<file path="src/hw/rtl/slt_pkg.sv">
// ---------------------------------------------------------------------------
// slt_pkg: shared definitions for the sorted list table
// Operation and status codes, default sizes and the control and tap bundles
// passed between the top level and the row of storage cells.
// ---------------------------------------------------------------------------
package slt_pkg;

	// Default sizes for the top-level parameters.
	localparam int CAPACITY_DEF   = 16;
	localparam int DATA_WIDTH_DEF = 16;

	// Operation codes carried in the func field.
	typedef enum logic [2:0] {
		FN_INSERT = 3'd0,
		FN_DELETE = 3'd1,
		FN_LOOKUP = 3'd2,
		FN_REWIND = 3'd3,
		FN_READ   = 3'd4
	} func_t;

	// Status codes returned with every result beat.
	typedef enum logic [1:0] {
		ST_OK        = 2'd0,
		ST_FULL      = 2'd1,
		ST_NOT_FOUND = 2'd2,
		ST_END       = 2'd3
	} status_t;

	// Per-cycle command broadcast to every cell.
	typedef struct packed {
		logic ins;
		logic del;
	} cell_ctrl_t;

	// Flags a cell reports when it sits at the read cursor.
	typedef struct packed {
		logic lt_at_cur;
		logic eq_before_cur;
	} cell_tap_t;

endpackage

</file>
<file path="src/hw/rtl/slt_cell.sv">
// ---------------------------------------------------------------------------
// slt_cell: one slot of the sorted list table
// Holds one entry, compares it with the broadcast value and shifts toward
// its left or right neighbor on insert and delete.
// ---------------------------------------------------------------------------
module slt_cell #(
	parameter int DATA_WIDTH = slt_pkg::DATA_WIDTH_DEF,
	parameter int CNT_WIDTH  = 5,
	parameter int IDX        = 0
) (
	input  logic                    clk,
	input  slt_pkg::cell_ctrl_t     ctrl,
	input  logic [DATA_WIDTH-1:0]   value,
	input  logic [CNT_WIDTH-1:0]    count,
	input  logic [CNT_WIDTH-1:0]    cur,
	input  logic [DATA_WIDTH-1:0]   left_entry,
	input  logic [DATA_WIDTH-1:0]   right_entry,
	input  logic                    left_lt,
	input  logic                    left_seen,
	output logic [DATA_WIDTH-1:0]   entry,
	output logic                    lt,
	output logic                    seen,
	output slt_pkg::cell_tap_t      tap,
	output logic [DATA_WIDTH-1:0]   tap_item
);

	logic [DATA_WIDTH-1:0] entry_q;
	logic                  occupied;
	logic                  eq;
	logic                  at_cur;

	// Compare the stored entry against the broadcast value.
	assign occupied = CNT_WIDTH'(IDX) < count;
	assign lt       = occupied && (entry_q < value);
	assign eq       = occupied && (entry_q == value);
	assign seen     = left_seen | eq;
	assign entry    = entry_q;

	// Report flags and the entry when this slot is under the read cursor.
	assign at_cur            = (cur == CNT_WIDTH'(IDX));
	assign tap.lt_at_cur     = at_cur & lt;
	assign tap.eq_before_cur = at_cur & left_seen;
	assign tap_item          = at_cur ? entry_q : '0;

	// Insert opens a gap at the first slot not below the value; delete closes
	// the gap left by the first equal entry.
	always_ff @(posedge clk) begin
		if (ctrl.ins && !lt) begin
			entry_q <= left_lt ? value : left_entry;
		end else if (ctrl.del && seen) begin
			entry_q <= right_entry;
		end
	end

endmodule

</file>
<file path="src/hw/rtl/sorted_list_table.sv">
// ---------------------------------------------------------------------------
// sorted_list_table: ascending sorted table with insert, delete and cursor
// A row of compare-and-shift cells keeps the entries in order; a small
// control section tracks the count and the read cursor.
// ---------------------------------------------------------------------------
//
//  Channel  Handshake            Payload
//  -------  -------------------  ----------------------------------------
//  in       in_valid / in_ready  func, value
//  out      out_valid/out_ready  status, found, item_out, entry_count,
//                                is_empty, more_to_read
//
// All cells compare at once and shift at the accepting edge, and the result
// beat appears on the next cycle.
// A new beat is accepted each cycle while the result side keeps taking them;
// when the result register holds an untaken beat, in_ready follows out_ready.
// Reset clears the count and the cursor; entry storage is not reset.
// The longest path is the ripple of the compare flags along the cell row.
// ---------------------------------------------------------------------------
module sorted_list_table #(
	parameter int CAPACITY   = slt_pkg::CAPACITY_DEF,
	parameter int DATA_WIDTH = slt_pkg::DATA_WIDTH_DEF,
	localparam int CW        = $clog2(CAPACITY + 1)
) (
	input  logic                  clk,
	input  logic                  arst_n,
	input  logic                  in_valid,
	output logic                  in_ready,
	input  logic [2:0]            func,
	input  logic [DATA_WIDTH-1:0] value,
	output logic                  out_valid,
	input  logic                  out_ready,
	output logic [1:0]            status,
	output logic                  found,
	output logic [DATA_WIDTH-1:0] item_out,
	output logic [CW-1:0]         entry_count,
	output logic                  is_empty,
	output logic                  more_to_read
);

	logic [CW-1:0] count_q;
	logic [CW-1:0] rc_q;
	logic [CW-1:0] count_d;
	logic [CW-1:0] rc_d;
	logic [CW-1:0] cur;
	logic          out_valid_q;
	logic          accept;
	logic          full;

	slt_pkg::status_t      status_d;
	slt_pkg::status_t      status_q;
	logic                  found_d;
	logic                  found_q;
	logic [DATA_WIDTH-1:0] item_d;
	logic [DATA_WIDTH-1:0] item_q;

	slt_pkg::cell_ctrl_t   ctrl;
	logic [DATA_WIDTH-1:0] entry_w [CAPACITY];
	logic                  lt_w    [CAPACITY];
	logic                  seen_w  [CAPACITY];
	slt_pkg::cell_tap_t    tap_w   [CAPACITY];
	logic [DATA_WIDTH-1:0] item_w  [CAPACITY];
	logic                  sel_lt;
	logic                  sel_seen;
	logic [DATA_WIDTH-1:0] sel_item;

	// Handshake: accept whenever the result register is free or draining.
	assign in_ready = !out_valid_q || out_ready;
	assign accept   = in_valid && in_ready;
	assign full     = (count_q == CW'(CAPACITY));
	assign cur      = count_q - rc_q;

	// Command broadcast to the cell row.
	assign ctrl.ins = accept && (func == slt_pkg::FN_INSERT) && !full;
	assign ctrl.del = accept && (func == slt_pkg::FN_DELETE);

	// Row of storage cells.
	for (genvar i = 0; i < CAPACITY; i++) begin : g_cell
		slt_cell #(
			.DATA_WIDTH(DATA_WIDTH),
			.CNT_WIDTH (CW),
			.IDX       (i)
		) u_cell (
			.clk        (clk),
			.ctrl       (ctrl),
			.value      (value),
			.count      (count_q),
			.cur        (cur),
			.left_entry ((i == 0) ? value : entry_w[(i == 0) ? 0 : i - 1]),
			.right_entry((i == CAPACITY - 1) ? entry_w[i]
				: entry_w[(i == CAPACITY - 1) ? i : i + 1]),
			.left_lt    ((i == 0) ? 1'b1 : lt_w[(i == 0) ? 0 : i - 1]),
			.left_seen  ((i == 0) ? 1'b0 : seen_w[(i == 0) ? 0 : i - 1]),
			.entry      (entry_w[i]),
			.lt         (lt_w[i]),
			.seen       (seen_w[i]),
			.tap        (tap_w[i]),
			.tap_item   (item_w[i])
		);
	end

	// Gather the cursor taps; at most one cell is selected.
	always_comb begin
		sel_lt   = 1'b0;
		sel_seen = 1'b0;
		sel_item = '0;
		for (int i = 0; i < CAPACITY; i++) begin
			sel_lt   = sel_lt | tap_w[i].lt_at_cur;
			sel_seen = sel_seen | tap_w[i].eq_before_cur;
			sel_item = sel_item | item_w[i];
		end
	end

	// Next count, cursor and result for the offered operation.
	always_comb begin
		count_d  = count_q;
		rc_d     = rc_q;
		status_d = slt_pkg::ST_OK;
		found_d  = 1'b0;
		item_d   = '0;
		case (slt_pkg::func_t'(func))
			slt_pkg::FN_INSERT: begin
				if (full) begin
					status_d = slt_pkg::ST_FULL;
				end else begin
					count_d = count_q + CW'(1);
					if (rc_q != '0 && sel_lt) begin
						rc_d = rc_q + CW'(1);
					end
				end
			end
			slt_pkg::FN_DELETE: begin
				if (seen_w[CAPACITY-1]) begin
					found_d = 1'b1;
					count_d = count_q - CW'(1);
					if (rc_q != '0 && !sel_seen) begin
						rc_d = rc_q - CW'(1);
					end
				end else begin
					status_d = slt_pkg::ST_NOT_FOUND;
				end
			end
			slt_pkg::FN_LOOKUP: begin
				found_d = seen_w[CAPACITY-1];
			end
			slt_pkg::FN_REWIND: begin
				rc_d = count_q;
			end
			slt_pkg::FN_READ: begin
				if (rc_q == '0) begin
					status_d = slt_pkg::ST_END;
				end else begin
					item_d = sel_item;
					rc_d   = rc_q - CW'(1);
				end
			end
			default: begin
				status_d = slt_pkg::ST_OK;
			end
		endcase
	end

	// Control state: count, cursor and result valid.
	always_ff @(posedge clk or negedge arst_n) begin
		if (!arst_n) begin
			count_q     <= '0;
			rc_q        <= '0;
			out_valid_q <= 1'b0;
		end else begin
			if (accept) begin
				count_q     <= count_d;
				rc_q        <= rc_d;
				out_valid_q <= 1'b1;
			end else if (out_ready) begin
				out_valid_q <= 1'b0;
			end
		end
	end

	// Result payload register.
	always_ff @(posedge clk) begin
		if (accept) begin
			status_q <= status_d;
			found_q  <= found_d;
			item_q   <= item_d;
		end
	end

	// The count and cursor registers always reflect the last accepted beat.
	assign out_valid    = out_valid_q;
	assign status       = status_q;
	assign found        = found_q;
	assign item_out     = item_q;
	assign entry_count  = count_q;
	assign is_empty     = (count_q == '0);
	assign more_to_read = (rc_q != '0);

endmodule

</file>
<file path="config.mk">
export PLATFORM = sky130hd
export DESIGN_NAME = sorted_list_table
export DESIGN_NICKNAME = d
export VERILOG_FILES = /design/src/hw/rtl/slt_pkg.sv /design/src/hw/rtl/slt_cell.sv /design/src/hw/rtl/sorted_list_table.sv
export SDC_FILE = /design/constraint.sdc
export NUM_CORES = 1
export LEC_CHECK = 0
export ABC_AREA = 0
export BUFFER_PORTS_ARGS = -buffer_cell sky130_fd_sc_hd__buf_2
export CAP_MARGIN = 20
export CORE_MARGIN = 2
export CORE_UTILIZATION = 45
export DETAILED_ROUTE_END_ITERATION = 8
export PLACE_DENSITY = 0.58
export SETUP_SLACK_MARGIN = 0.4
export SYNTH_ARGS = -nofsm -noshare
export SYNTH_HDL_FRONTEND = slang
export SYNTH_SLANG_ARGS = --single-unit
</file>
<file path="constraint.sdc">
create_clock -name clk -period 4.2 [get_ports clk]
set_input_delay 0.21 -clock clk [delete_from_list [all_inputs] [get_ports clk]]
set_output_delay 0.21 -clock clk [all_outputs]
set_load 0.02 [all_outputs]
</file>
# Word-level counts from Yosys, hierarchy flattened
# Cells that the tools add are included.
dict set report word_totals {
  reg_bits 286
  input_bits 23
  elab_cells 384
}
dict set report classes {
  addsub 5
  order_cmp 32
  eq_ne 41
  mux 78
  bitwise 91
  reduce_logical 115
}
# op count
set op_table {}
lappend op_table {{$mux 16} 61}
lappend op_table {{$eq 16x16->1} 16}
lappend op_table {{$lt 16x16->1} 16}
lappend op_table {{$or 16x16->16} 15}
lappend op_table {{$logic_and 1x1->1} 69}
lappend op_table {{$or 1x1->1} 44}
lappend op_table {{$eq 5x4->1 const B} 8}
lappend op_table {{$lt 4x5->1 const A} 8}
lappend op_table {{$mux 5} 7}
lappend op_table {{$reduce_bool 2->1} 17}
lappend op_table {{$and 1x1->1} 31}
lappend op_table {{$eq 5x3->1 const B} 4}
lappend op_table {{$lt 3x5->1 const A} 4}
lappend op_table {{$pmux 5 s4} 1}
lappend op_table {{$logic_not 1->1} 19}
lappend op_table {{$logic_not 5->1} 3}
lappend op_table {{$add 5x1->5 const B} 2}
lappend op_table {{$eq 5x2->1 const B} 2}
lappend op_table {{$lt 1x5->1 const A} 2}
lappend op_table {{$lt 2x5->1 const A} 2}
lappend op_table {{$pmux 5 s2} 1}
lappend op_table {{$sub 5x1->5 const B} 2}
lappend op_table {{$reduce_and 7->1} 1}
lappend op_table {{$eq 3x2->1 const B} 2}
lappend op_table {{other kinds (18)} 25}

# Logic depth before layout (Yosys ltp)
dict set report logic_depth {
  ltp_word 23
  mapped_depth 17
}

# Modules after synthesis
# Synthesis repeated with hierarchy kept, for this count alone.
dict set report unflattened {
  hier_cells 2389
  hier_area_um2 26326.5
}
# module instances cells_each area_per_inst_um2
set modules_own_cells {}
lappend modules_own_cells {sorted_list_table 1 250 2387.3}
lappend modules_own_cells {{slt_cell (g_cell[4].u_cell)} 1 135 1520.2}
lappend modules_own_cells {{slt_cell (g_cell[11].u_cell)} 1 134 1516.5}
lappend modules_own_cells {{slt_cell (g_cell[3].u_cell)} 1 134 1515.2}
lappend modules_own_cells {{slt_cell (g_cell[7].u_cell)} 1 136 1506.4}
lappend modules_own_cells {{slt_cell (g_cell[0].u_cell)} 1 133 1503.9}
lappend modules_own_cells {{slt_cell (g_cell[12].u_cell)} 1 134 1497.7}
lappend modules_own_cells {{slt_cell (g_cell[15].u_cell)} 1 131 1495.2}
lappend modules_own_cells {{slt_cell (g_cell[10].u_cell)} 1 135 1492.7}
lappend modules_own_cells {{slt_cell (g_cell[13].u_cell)} 1 133 1492.7}
lappend modules_own_cells {{slt_cell (g_cell[8].u_cell)} 1 135 1490.2}
lappend modules_own_cells {{slt_cell (g_cell[9].u_cell)} 1 134 1488.9}
lappend modules_own_cells {{slt_cell (g_cell[6].u_cell)} 1 133 1486.4}
lappend modules_own_cells {{slt_cell (g_cell[5].u_cell)} 1 133 1485.2}
lappend modules_own_cells {{3 more rows} n/a n/a n/a}

# Least setup slack after synthesis
# OpenSTA, ideal clock, no wires.
dict set report synth_timing {
  path_kind {in2reg}
  from {input value[14]}
  to {register g_cell[9].u_cell.entry_q[0], enable pin}
  setup_time_ns 0.411
  arrival_time_ns 3.743
  path_slack_ns 0.046
  stages 9
  path_buffers 1
  path_cell_list {inv_1 > clkbuf_1 > ha_1 > nand3_1 > or3_1 > or4_1 > and3_1 > and3b_4 > o21ai_0}
}
dict set report synth_via {
  elab_chain_len 13
}
# item line_no
set synth_rtl {}
lappend synth_rtl {{start: declaration} sorted_list_table.sv:30} ;# input logic [DATA_WIDTH-1:0] value,
lappend synth_rtl {{$eq 16x16->1} slt_cell.sv:35} ;# assign eq = occupied && (entry_q == value);
lappend synth_rtl {{$logic_and 1x1->1} slt_cell.sv:35}
lappend synth_rtl {{$or 1x1->1 (9 in a row)} slt_cell.sv:36} ;# assign seen = left_seen | eq;
lappend synth_rtl {{$logic_and 1x1->1} slt_cell.sv:50} ;# end else if (ctrl.del && seen) begin
lappend synth_rtl {{$reduce_bool 2->1 (no line) *} n/a}
lappend synth_rtl {{end signal: assignment} slt_cell.sv:49} ;# entry_q <= left_lt ? value : left_entry;
lappend synth_rtl {{end signal: assignment} slt_cell.sv:51} ;# entry_q <= right_entry;
lappend synth_rtl {{end: declaration} slt_cell.sv:27} ;# logic [DATA_WIDTH-1:0] entry_q;
# Every way passes the cells marked *; elsewhere a longest branch is shown, timed or not.
# A chain may end at the register's enable or synchronous reset.

# Final worst setup path
dict set report layout_timing {
  from {register count_q[1] (netlist: entry_count[1])}
  to {register rc_q[1]}
}
dict set report layout_via {
  elab_chain_len 22
}
# item line_no
set layout_rtl {}
lappend layout_rtl {{start: declaration} sorted_list_table.sv:41} ;# logic [CW-1:0] count_q;
lappend layout_rtl {{start signal: assignment} sorted_list_table.sv:171} ;# count_q <= count_d;
lappend layout_rtl {{branches (longest 22 deep; another with $sub 5x5->5)} n/a}
lappend layout_rtl {{end signal: assignment} sorted_list_table.sv:172} ;# rc_q <= rc_d;
lappend layout_rtl {{end: declaration} sorted_list_table.sv:42} ;# logic [CW-1:0] rc_q;
# Several ways; the timed one is not identified.

==> results.sh <==
export IMPL_status="completed"
export IMPL_multi_input_area_mm2=0.0131
export IMPL_clock_latency_ps=590
export IMPL_start_util_pct=45.7
export IMPL_grt_pass1_vias=20400
export IMPL_powerDensity_mw_per_mm2=553
export IMPL_num_rows=81
export IMPL_clockRootBuffer="clkbuf_16"
export IMPL_overflow=0
export IMPL_crit_type="flop to flop"
export IMPL_synthDistinctLibCells=87
export IMPL_h_tree_depth=2
export IMPL_ys_warn_count=0
export IMPL_gr_usage_all_layers_pct=44.0
export IMPL_fin_nets=2967
export IMPL_dieArea_mm2=0.0515
export IMPL_synth_edf_count=275
export IMPL_swShare_pct=45.7
export IMPL_drt_iter0_drc=3455
export IMPL_syn_area_mm2=0.0223
export IMPL_final_cells=3370
export IMPL_cp_max_fo=9
export IMPL_async_flop_share_pct=3.85
export IMPL_fillers=4563
export IMPL_ioPinCount=51
export IMPL_synth_top_area_share_pct=36.9
export IMPL_leakagePower_nw=10.7
export IMPL_synthTopCellsByCount="379 x a21oi_1, 346 x nor2_1, 275 x edfxtp_1"
export IMPL_tightest_slew_ps=1010
export IMPL_area_delta_synth_final_pct=17.2
export IMPL_routed_wl_um=114000
export IMPL_synth_seq_cells=286
export IMPL_skew_ps=21.9
export IMPL_dp_slack_ps=27.1
export IMPL_ir_drop_mv=0.331
export IMPL_die_x_um=227
export IMPL_p_comb_share_pct=54.4
export IMPL_fin_util_pct=53.5
export IMPL_cts_buffer_depth=3
export IMPL_p_seq_share_pct=24.0
export IMPL_crit_path_max_incr_delay_ps=460
export IMPL_crit_path_end_kind="flop"
export IMPL_setup_ws_ps=405
export IMPL_design_core_area_mm2=0.0490
export IMPL_clk_pin_slew_ps=70
export IMPL_cp_slowest_cell="a31oi_2"
export IMPL_grt_max_degree=33
export IMPL_numCtsBuffers=37
export IMPL_fmax_mhz=264
export IMPL_dp_cells=3287
export IMPL_slew_violations=0
export IMPL_setup_viol=0
export IMPL_maxSlewHeadroom_pct=32.6
export IMPL_cp_data_required_time_ps=4700
export IMPL_wl_per_cell_um=33.8
export IMPL_layout_drive_gt1_share_pct=16.2
export IMPL_cts_tree="yes"
export IMPL_grt_pass1_wl_um=156000
export IMPL_finalPower_w=0.0145
export IMPL_hold_class="input port to flop"
export IMPL_numClockSinks=286
export IMPL_critical_path_cell_chain="buf_4 -> or2_1 -> a31oi_2 -> or4_4 -> a21boi_1 -> and3_4 -> o21ai_0 -> or4_4 -> o41ai_4 -> and3_4 -> mux2i_1"
export IMPL_post_synth_top_count_cell="a21oi_1"
export IMPL_critPathArrivalTime_ps=4290
export IMPL_p_int_w=0.00786
export IMPL_drc=0
export IMPL_synth_area_leader_cell="edfxtp_1"
export IMPL_finalHoldViolations=0
export IMPL_antenna_found_initial=12
export IMPL_synthFlopType="edfxtp_1"
export IMPL_register_area_mm2=0.00853
export IMPL_dr_pass1_iters=7
export IMPL_p_sw_w=0.00663
export IMPL_io_buffers=50
export IMPL_critPathLaunchType="flop"
export IMPL_power_share_clock_pct=21.6
export IMPL_drtAntennaViolNets=0
export IMPL_ys_seq_area_share_pct=38.2
export IMPL_post_synth_cell_area_avg_um2=9.03
export IMPL_drv_cap=0
export IMPL_globalplace_congestion=1.06
export IMPL_vias=22600
export IMPL_synth_nets=2766
export IMPL_finalCriticalPeriod_ps=3790
export IMPL_via_per_inst=6.70
export IMPL_period_share_pct=90.3
export IMPL_die_height_um=227
export IMPL_synthTopCellsByArea="edfxtp_1 37%, ha_1 15%, a21oi_1 8.5%"
export IMPL_dp_hpwl_um=88000
export IMPL_synthCells=2475
export IMPL_rsz0062_at_grt="yes"
## path summary, 6_finish.rpt
kind,startpoint,to,slack (ps),cells after the start
min in group asynchronous,arst_n,entry_count[2]$_DFFE_PN0P_,60,2
min reg2reg,rc_q[2]$_DFFE_PN0P_,rc_q[2]$_DFFE_PN0P_,600,2
max reg2reg,entry_count[1]$_DFFE_PN0P_,rc_q[1]$_DFFE_PN0P_,410,11
max,entry_count[1]$_DFFE_PN0P_,rc_q[1]$_DFFE_PN0P_,410,11
min,func[1],status[1]$_DFFE_PP_,10,2
max in group asynchronous,arst_n,entry_count[0]$_DFFE_PN0P_,3900,2
## kinds of logic after synthesis
| family | after synthesis | share of synthesized area, % |
|---|---|---|
| xor+xnor | 16 | 0.745 |
| flops | 286 | 38.2 |
| mux | 102 | 4.71 |
| simple gates | 801 | 16.3 |
| compound gates | 789 | 21.2 |
| buf+inv | 213 | 3.79 |
| fa+ha+maj | 268 | 15.1 |
## layer usage
layer	global-route usage, %	routed length (um)
met4	24.4	7780
met5	0	118
met1	58.5	43200
met3	12.7	15700
met2	63.9	47000
## sequential cells by signal, summed over array words and instances, names as in the netlist
signal	cells
g_cell.u_cell.entry	256
found	1
out_valid	1
entry_count	5
item_out	16
status	2
rc_q	5
## power by group through the flow
| stage | sequential, W | clock, W | combinational [W] |
|---|---|---|---|
| after detailed placement | 0.00352 | 0 | 0.00696 |
| after CTS | 0.00346 | 0.00312 | 0.00710 |
| after global routing | 0.00348 | 0.00323 | 0.00817 |
| after floorplan | 0.00349 | 0 | 0.00407 |
| final | 0.00347 | 0.00313 | 0.00789 |
| after global placement | 0.00352 | 0 | 0.00698 |
## layout make-up
type                            count  share of cell area (%)
Clock buffer                       42                    3.77
Inverter                           62                   0.888
Clock inverter                     23                   0.568
Tap cell                          664                    3.17
Sequential cell                   286                    32.6
Antenna cell                        4                  0.0382
Timing Repair Buffer              313                    8.84
Multi-Input combinational cell   1976                    50.2
## worst max-delay path, delay by kind of cell (launching register included)
family	cells	cell delay, ps
and+or+nand+nor	5	1570
buffers and inverters	1	200
DFF	1	420
muxes	1	190
AOI/OAI and AO/OA	4	1320
## layout by cell type (no fill, tap or decap), drive strengths merged, types with 22 or more instances in the layout
| master | count |
|---|---|
| nand2 | 200 |
| mux2i | 95 |
| nor3 | 31 |
| o21ai | 161 |
| edfxtp | 275 |
| inv | 63 |
| a21oi | 381 |
| nor2 | 348 |
| a21o | 24 |
| ha | 266 |
| buf | 310 |
| nand2b | 22 |
| nand3 | 45 |
| a22oi | 55 |
| clkbuf | 42 |
| a222oi | 24 |
| nand4 | 66 |
| a211oi | 28 |
## per-stage QoR
step | hold slack [ps] | TNS (ps) | cell area, um2
2_1_floorplan | -85.6 | 0 | 22400
4_1_cts | 16.2 | 0 | 26000
3_5_place_dp | 106 | 0 | 24800
5_1_grt | 48.4 | 0 | 26200
6_report | 10.5 | 0 | 26200
3_3_place_gp | 100 | -63.9 | 24800
## what timing repair did
item | in CTS | in global routing
hold buffers | 3 | 0
gates cloned | 0 | 0
buffers inserted | 2 | 8
gates resized for setup | 7 | 28
pin swaps | 2 | 8
setup endpoints to repair | 57 | 68
hold endpoints to repair | 12 | 0
(Power assumes the default switching activity.)
